### src/rtl/mavg_pkg.sv
// ----------------------------------------------------------------------------
// mavg_pkg
// shared widths, register map and sequencer states of the moving average filter
// ----------------------------------------------------------------------------
package mavg_pkg;

  localparam int SAMPLE_W  = 16;  // sample and average width
  localparam int WIN_W     = 7;   // window length register width
  localparam int SUM_W     = 23;  // signed sum of up to 127 samples
  localparam int DIV_CNT_W = 5;   // counts the SUM_W divide steps
  localparam int PADDR_W   = 3;   // register word index in paddr[2]
  localparam int PDATA_W   = 32;

  // register word index
  localparam logic REG_WINDOW = 1'b0;

  typedef enum logic [2:0] {
    S_CLEAR,   // zero the sample store after reset
    S_IDLE,    // wait for a request or a register write
    S_SUM,     // re-sum the window after a length change
    S_SUMEND,  // add the last entry of the sweep
    S_UPDATE,  // write the sample, update the running sum
    S_PREP,    // load the divider
    S_DIV,     // one quotient bit per cycle
    S_DONE     // hand the quotient to the output register
  } state_t;

endpackage

### src/rtl/moving_average_filter_top.sv
// ----------------------------------------------------------------------------
// moving_average_filter_top
// boxcar moving average with a circular sample store and a serial divider
// ----------------------------------------------------------------------------
// usage
//   sample channel: a request (sample_valid high, sample_stall low) carries one
//   signed sample. it is written into the circular store at the write position,
//   which then advances and wraps at the window length.
//   average channel: one result per request, the sum of the first window_length
//   store entries divided by window_length, truncated toward zero.
//   window_length register at byte address 0 (1..MAX_WINDOW, 0 reads back as 1,
//   larger values saturate). a write restarts the write position at 0, keeps the
//   stored samples and re-sums the window while sample_stall stays high.
// request sequence
//   an accepted request runs one running sum update (the store read overlaps
//   acceptance), one divider load, 23 restoring divide steps in the shared
//   subtract and compare unit and one output load. the next request is taken
//   only once the result is loaded and the block is back in idle.
// reset
//   rst clears control state, then a clearing pass over all MAX_WINDOW entries
//   zeroes the store; sample_stall stays high meanwhile.
// stalls
//   the result sits in an output register; while average_stall is high the
//   block may still take the next request and holds its own result until free.
// ----------------------------------------------------------------------------
module moving_average_filter_top #(
  parameter int MAX_WINDOW = 64
) (
  input  logic                                  clk,
  input  logic                                  rst,
  // sample channel
  input  logic                                  sample_valid,
  output logic                                  sample_stall,
  input  logic signed [mavg_pkg::SAMPLE_W-1:0]  sample,
  // average channel
  output logic                                  average_valid,
  input  logic                                  average_stall,
  output logic signed [mavg_pkg::SAMPLE_W-1:0]  average,
  // register port
  input  logic                                  psel,
  input  logic                                  penable,
  input  logic                                  pwrite,
  input  logic [mavg_pkg::PADDR_W-1:0]          paddr,
  input  logic [mavg_pkg::PDATA_W-1:0]          pwdata,
  output logic [mavg_pkg::PDATA_W-1:0]          prdata,
  output logic                                  pready
);

  import mavg_pkg::*;

  // store address width and a compare width that holds both address and length
  localparam int AW = (MAX_WINDOW > 1) ? $clog2(MAX_WINDOW) : 1;
  localparam int CW = (AW > WIN_W) ? AW : WIN_W;
  localparam logic [WIN_W-1:0] WIN_RST =
    (MAX_WINDOW < 64) ? WIN_W'(MAX_WINDOW) : WIN_W'(64);
  localparam logic [AW-1:0] LAST_ADDR = AW'(MAX_WINDOW - 1);

  state_t state, state_next;

  // sample store
  logic [SAMPLE_W-1:0] mem [MAX_WINDOW];
  logic [SAMPLE_W-1:0] rd_data;
  logic                mem_we;
  logic [AW-1:0]       mem_addr;
  logic [SAMPLE_W-1:0] mem_wdata;

  // control and datapath registers
  logic [WIN_W-1:0]        window;
  logic [AW-1:0]           pos;
  logic [AW-1:0]           cnt;
  logic signed [SUM_W-1:0] sum;
  logic [SAMPLE_W-1:0]     sample_reg;
  logic [SUM_W-1:0]        quo;
  logic [WIN_W-1:0]        rem;
  logic                    neg;
  logic [DIV_CNT_W-1:0]    dcnt;

  logic                    cfg_wr;
  logic                    accept;
  logic                    out_free;
  logic [WIN_W-1:0]        win_wr;
  logic [CW-1:0]           pos_inc;
  logic [CW-1:0]           win_ext;
  logic                    cnt_last;
  logic                    div_last;
  logic [WIN_W:0]          shifted;
  logic                    ge;
  logic [WIN_W:0]          diff;
  logic [SUM_W-1:0]        rd_ext;
  logic [SUM_W-1:0]        smp_ext;
  logic [SUM_W-1:0]        sum_mag;

  // register port
  assign pready = 1'b1;
  assign cfg_wr = psel && penable && pwrite && pready && (paddr[2] == REG_WINDOW);
  assign prdata = (paddr[2] == REG_WINDOW) ? PDATA_W'(window) : '0;

  // saturate the written length to 1..MAX_WINDOW
  always_comb begin
    win_wr = pwdata[WIN_W-1:0];
    if (win_wr == '0) begin
      win_wr = WIN_W'(1);
    end else if (32'(win_wr) > 32'(MAX_WINDOW)) begin
      win_wr = WIN_W'(MAX_WINDOW);
    end
  end

  assign accept   = (state == S_IDLE) && sample_valid && !sample_stall;
  assign out_free = !average_valid || !average_stall;
  assign win_ext  = CW'(window);
  assign pos_inc  = CW'(pos) + CW'(1);
  assign cnt_last = (CW'(cnt) == (win_ext - CW'(1)));
  assign div_last = (dcnt == DIV_CNT_W'(SUM_W - 1));

  // shared subtract and compare unit of the restoring divider
  assign shifted = {rem, quo[SUM_W-1]};
  assign diff    = shifted - {1'b0, window};
  assign ge      = (shifted >= {1'b0, window});

  assign rd_ext  = {{(SUM_W-SAMPLE_W){rd_data[SAMPLE_W-1]}}, rd_data};
  assign smp_ext = {{(SUM_W-SAMPLE_W){sample_reg[SAMPLE_W-1]}}, sample_reg};
  assign sum_mag = sum[SUM_W-1] ? (~sum + SUM_W'(1)) : sum;

  // next state
  always_comb begin
    state_next = state;
    case (state)
      S_CLEAR:  if (cnt == LAST_ADDR) state_next = S_IDLE;
      S_IDLE: begin
        if (cfg_wr) begin
          state_next = S_SUM;
        end else if (accept) begin
          state_next = S_UPDATE;
        end
      end
      S_SUM:    if (cnt_last) state_next = S_SUMEND;
      S_SUMEND: state_next = S_IDLE;
      S_UPDATE: state_next = S_PREP;
      S_PREP:   state_next = S_DIV;
      S_DIV:    if (div_last) state_next = S_DONE;
      S_DONE:   if (out_free) state_next = S_IDLE;
      default:  state_next = S_IDLE;
    endcase
  end

  // outputs of the sequencer
  always_comb begin
    sample_stall = 1'b1;
    mem_we       = 1'b0;
    mem_addr     = pos;
    mem_wdata    = sample_reg;
    case (state)
      S_CLEAR: begin
        mem_we    = 1'b1;
        mem_addr  = cnt;
        mem_wdata = '0;
      end
      // a register write in the same cycle takes the idle slot
      S_IDLE:   sample_stall = cfg_wr;
      S_SUM:    mem_addr = cnt;
      S_UPDATE: mem_we = 1'b1;
      default:  mem_addr = pos;
    endcase
  end

  // sample store, registered read
  always_ff @(posedge clk) begin
    if (mem_we) begin
      mem[mem_addr] <= mem_wdata;
    end
    rd_data <= mem[mem_addr];
  end

  always_ff @(posedge clk) begin
    if (rst) begin
      state         <= S_CLEAR;
      window        <= WIN_RST;
      pos           <= '0;
      cnt           <= '0;
      sum           <= '0;
      dcnt          <= '0;
      average_valid <= 1'b0;
    end else begin
      state <= state_next;

      if ((state == S_DONE) && out_free) begin
        average_valid <= 1'b1;
      end else if (!average_stall) begin
        average_valid <= 1'b0;
      end

      if (cfg_wr) begin
        window <= win_wr;
        pos    <= '0;
      end

      case (state)
        S_CLEAR: begin
          cnt <= (cnt == LAST_ADDR) ? '0 : cnt + AW'(1);
        end
        S_IDLE: begin
          if (cfg_wr) begin
            cnt <= '0;
            sum <= '0;
          end else if (accept) begin
            sample_reg <= sample;
          end
        end
        S_SUM: begin
          // read data is registered and arrives in the cycle after its address
          if (cnt != '0) begin
            sum <= sum + $signed(rd_ext);
          end
          if (!cnt_last) begin
            cnt <= cnt + AW'(1);
          end
        end
        S_SUMEND: begin
          sum <= sum + $signed(rd_ext);
          cnt <= '0;
        end
        S_UPDATE: begin
          // drop the overwritten entry, add the new one
          sum <= sum - $signed(rd_ext) + $signed(smp_ext);
          pos <= (pos_inc == win_ext) ? '0 : pos_inc[AW-1:0];
        end
        S_PREP: begin
          quo  <= sum_mag;
          neg  <= sum[SUM_W-1];
          rem  <= '0;
          dcnt <= '0;
        end
        S_DIV: begin
          rem  <= ge ? diff[WIN_W-1:0] : shifted[WIN_W-1:0];
          quo  <= {quo[SUM_W-2:0], ge};
          dcnt <= dcnt + DIV_CNT_W'(1);
        end
        S_DONE: begin
          if (out_free) begin
            average <= neg ? (~quo[SAMPLE_W-1:0] + SAMPLE_W'(1))
                           : quo[SAMPLE_W-1:0];
          end
        end
        default: begin
          cnt <= '0;
        end
      endcase
    end
  end

`ifndef ASSERT_OFF
  // write position stays inside the window
  a_pos_in_window: assert property (@(posedge clk) disable iff (rst)
    CW'(pos) < win_ext)
    else $error("write position outside the window");

  // window length stays within 1..MAX_WINDOW
  a_window_range: assert property (@(posedge clk) disable iff (rst)
    (window != '0) && (32'(window) <= 32'(MAX_WINDOW)))
    else $error("window length out of range");

  // a finished quotient reaches a free output register at once
  a_result_loaded: assert property (@(posedge clk) disable iff (rst)
    (state == S_DONE) && !average_valid |=> average_valid)
    else $error("result not loaded into a free output register");

  // an accepted request goes straight to the store update
  a_accept_update: assert property (@(posedge clk) disable iff (rst)
    accept && !cfg_wr |=> (state == S_UPDATE))
    else $error("accepted request did not start the update");
`endif

endmodule

### config.mk
export PLATFORM = sky130hd
export DESIGN_NAME = moving_average_filter_top
export DESIGN_NICKNAME = d
export VERILOG_FILES = /design/src/rtl/mavg_pkg.sv /design/src/rtl/moving_average_filter_top.sv
export SDC_FILE = /design/constraint.sdc
export NUM_CORES = 1
export LEC_CHECK = 0
export BUFFER_PORTS_ARGS = -buffer_cell sky130_fd_sc_hd__buf_2
export CAP_MARGIN = 40
export CELL_PAD_IN_SITES_DETAIL_PLACEMENT = 0
export CELL_PAD_IN_SITES_GLOBAL_PLACEMENT = 1
export CORE_ASPECT_RATIO = 1.25
export CORE_UTILIZATION = 45
export CTS_CLUSTER_SIZE = 20
export DETAILED_ROUTE_END_ITERATION = 16
export PLACE_DENSITY_LB_ADDON = 0.1
export SYNTH_ARGS = -nofsm -noshare
export SYNTH_HDL_FRONTEND = slang
export SYNTH_SLANG_ARGS = --single-unit
### constraint.sdc
create_clock -name clk -period 3.5 [get_ports clk]
set_input_delay 0.175 -clock clk [delete_from_list [all_inputs] [get_ports clk]]
set_output_delay 0.175 -clock clk [all_outputs]
set_load 0.02 [all_outputs]
==> impl_results.md <==
- Total wire length after detailed routing: 145000 um
- Final design instance area without fill: 56000 um2
- Highest Clock Rate: 293 MHz
- Top routing layer in use: met5
- DIE AREA: 107000 um2
- Detailed Routing Iterations Pass 1: 9
- Length of routed wiring on met1: about 57000 um
- Relative max-transition margin: 38.2%
- Post-synth EDFFs: approximately 1100
- Top post-synthesis cells by area: sky130_fd_sc_hd__edfxtp_1 (69%), sky130_fd_sc_hd__a22oi_1 (5.4%), sky130_fd_sc_hd__dfxtp_1 (2.8%)
- Vertical extent of the die: between 300 and 400 um
- Number of top-level pins: between 100 and 150
- Unrepaired setup endpoints after global routing: true
- Antenna Nets Post-Route: 0
- Gr ovfl total: 0
- Floorplan die width: 293 um
- Register-to-register setup slack: 0.08 ns
- Library cells used by synthesis: 84
- CTS tree: done
- Synth Cell Area: ~48000 um2
- TritonCTS buffer count: 112
- Number of standard cells in the layout, taps in and fillers out: 5138
- Area of placed instances: a little over 50000 um2
- Endpoints failing hold: 0
- Critical path data arrival time: 3.97 ns
- Global-route wire length before repair: 210000 um
- Least-Margin Pin Slew: roughly 0.9 ns
- Top flip-flop cell by instance count after synthesis: sky130_fd_sc_hd__edfxtp_1
- Capturing element type of the critical path: flip-flop
- Layout cell share with drive strength beyond 1: 16.9%
- Proportion of netlist area held by the largest area contributor: 68.6%
- Min-Delay Endpoint: state[2]
- Number of global-route vias before repair: 30300
- Root buffer selected by CTS: sky130_fd_sc_hd__clkbuf_16
- DP Cell Count: 4888
- Number of port buffers: 55
- Max VDD drop: 0.000387 V
- Worst-Skew Late Latency: 0.72 ns
- Vias per std cell: 5.93
- Data required time at the worst endpoint: 4.05 ns
- Post-route DRC violation count: 0
- Element type at the critical path start: flip-flop
- Type of the worst setup path: flip-flop to flip-flop
- Min-Delay Path Class: primary input to flip-flop
- DR WL/cell: 28.3 um
- Overall fraction of global-route tracks in use: between 20% and 30%
- Core Util, Final: about 53%
- Launching point of the worst reg2reg path: state[0]
- Total core area: approximately 110000 um2
- Total of max-cap violations: 0
- Clock input transition at the sequential cells of the worst setup and hold paths: ~0.060 ns
- Count of buffer and inverter cells on the critical path: 4
- Share of synthesized flip-flops with an asynchronous set or reset: 0%
- Sequential-to-total area share from yosys stat: 71.4%
- H-tree depth: 3
- Antenna cell count: 0
- Status: complete, no violations
- Cells along the critical path: o21ai_1, a21boi_4, buf_4, nor2_4, buf_12, buf_4, a22o_1, a221oi_1, a31oi_1, nor4_1, buf_4, nand3_1
- Std cell rows: 133
- Growth of design area from synthesis to finish: 17.8%
- CP max FO: 18
- Most flop-heavy register: mem
- Max FFs per register: 1024
- Nets: 3789
- Leakage power summed over all cells: just under 20 nW
- Antenna violations before repair: 5
- Period Utilization, post-route: 97.7%
- Clock sink total: 1154
- Fin crit period: 3.42 ns
- Detailed Route Iter0 Violations: 3249
- Number of cells traversed by the worst register-to-register path: 12
- Met2 wirelength from detailed routing: 74800 um
- Worst min-delay path startpoint: pwrite
- Delay of the slowest cell on the worst path: approximately 0.47 ns
- Slowest stage cell on the critical path: sky130_fd_sc_hd__a21boi_4
- Number of setup violations in the final report: 0
- FF-to-FF End: rd_data[14]
- Last weighted congestion value of the routability-driven placer: about 0.88
- Met3 routed WL: between 8000 and 9000 um
- Largest regs: mem x1024, quo x23, sum x23
- Number of slew-limit violations in the final report: 0
- Clk_skew: 0.0369 ns
- Number of cells traversed by the worst hold path: 5
- Largest net degree at the start of global routing: 65
- Avg Synthesized Cell Area: 14.5 um2
- Most common cell after layout, fill and taps aside: sky130_fd_sc_hd__edfxtp_1
- Family of cells with the greatest summed delay on the critical path: compound AO/OA/AOI/OAI gates
- Design Power: between 20 and 30 mW
- Final HPWL DP: 93800 um
- Number of synthesized register bits: 1154
- Cell taking the most area after synthesis: sky130_fd_sc_hd__edfxtp_1
- PD cells: approximately 530 nW/um2
- Initial core utilization: 45.3%
- Ys Warns: 0
- Highest-count cells in the layout ignoring fill and taps: sky130_fd_sc_hd__edfxtp_1 (1087), sky130_fd_sc_hd__a22oi_1 (342), sky130_fd_sc_hd__buf_4 (292), sky130_fd_sc_hd__nand2_1 (230), sky130_fd_sc_hd__nor2_1 (188)
- Vias after detailed routing: 30500
- Clock Path Buffers: 3
- Post-Syn Instances: 3275
- Most frequent cell on the critical path: sky130_fd_sc_hd__buf_4
==> logic make-up after synthesis <==
family,after synthesis,share of synthesized area (%)
flip-flops,1154,71.4
buffers and inverters,344,3.24
AND/OR/NAND/NOR,635,6.07
XOR/XNOR,91,1.68
adder cells (fa/ha/maj),105,3.14
AO/OA/AOI/OAI,911,13.7
multiplexers,33,0.700
other,2,0.0158
==> cell type report <==
class | count | area, um2
fill | 8607 | 49000
inverter | 137 | 514
tap | 1417 | 1770
timing repair buffer | 420 | 3570
clock buffer | 132 | 2930
clock inverter | 77 | 837
multi-input combinational | 1801 | 12400
sequential | 1154 | 34000
==> synthesized netlist by cell type, drive strengths merged, types with 4 or more instances <==
cell type,count
nand2b,15
or4,6
xor2,15
a211oi,26
fa,24
dfxtp,67
ha,81
o311ai,7
mux2i,31
a311oi,4
a21boi,5
o21ai,59
edfxtp,1087
nor4,32
nor3b,8
o211ai,10
buf,136
a31oi,69
a21oi,170
or3,10
a21o,11
nand4,25
a22oi,342
nand2,231
clkbuf,71
nor2,215
nor3,17
o41ai,4
inv,137
a41oi,40
o22ai,13
or2,5
nor2b,16
o21bai,8
xnor2,76
nor4b,4
nand3,35
a221oi,72
o31a,4
and3,6
a22o,29
o31ai,15
==> repair_timing <==
action,in CTS,in global routing
hold endpoints to repair,34,0
resized for setup,0,13
buffers inserted,0,7
setup endpoints to repair,0,8
hold buffers,34,0
==> where the power goes <==
group / internal [mW] / total [mW] / leakage (nW) / switching (mW)
Sequential: 15.0 / 15.1 / 11.6 / 0.105
Combinational: 0.798 / 2.16 / 6.36 / 1.36
Clock: 7.17 / 12.4 / 1.85 / 5.27
Total: 23.0 / 29.7 / 19.8 / 6.73
==> how the worst max path moves through the flow <==
stage                        startpoint     endpoint  cells past startpoint
after floorplan                  sum[1]      sum[22]                     11
after global placement       rd_data[0]      sum[22]                     13
after detailed placement     rd_data[0]      sum[22]                     13
after CTS                      state[0]   rd_data[4]                     11
after global routing      sample_reg[0]      sum[22]                     14
final                          state[0]  rd_data[14]                     12
==> layer usage <==
metal / GRT usage (%) / up-vias
li1: - / 13400
met1: 34.0 / 15700
met2: 47.9 / 1064
met3: 3.46 / 221
met4: 10.6 / 2
met5: 0 / -
==> worst min-delay path: cells and delay by family <==
family,cells,cell delay (ns)
buffers and inverters,2,0.29
AOI/OAI and AO/OA,2,0.22
and+or+nand+nor,1,0.09
==> through the flow <==
stage,setup TNS [ns],setup WS (ns),hold WS [ns]
CTS,0,0.0258,0.0744
floorplan,0,0.318,0.274
detailed placement,0,0.0526,0.354
finish,0,0.0816,0.117
global route,-0.0243,-0.0129,0.158
global placement,0,0.0223,0.353
Note: power is estimated with default switching activity, not from simulation.
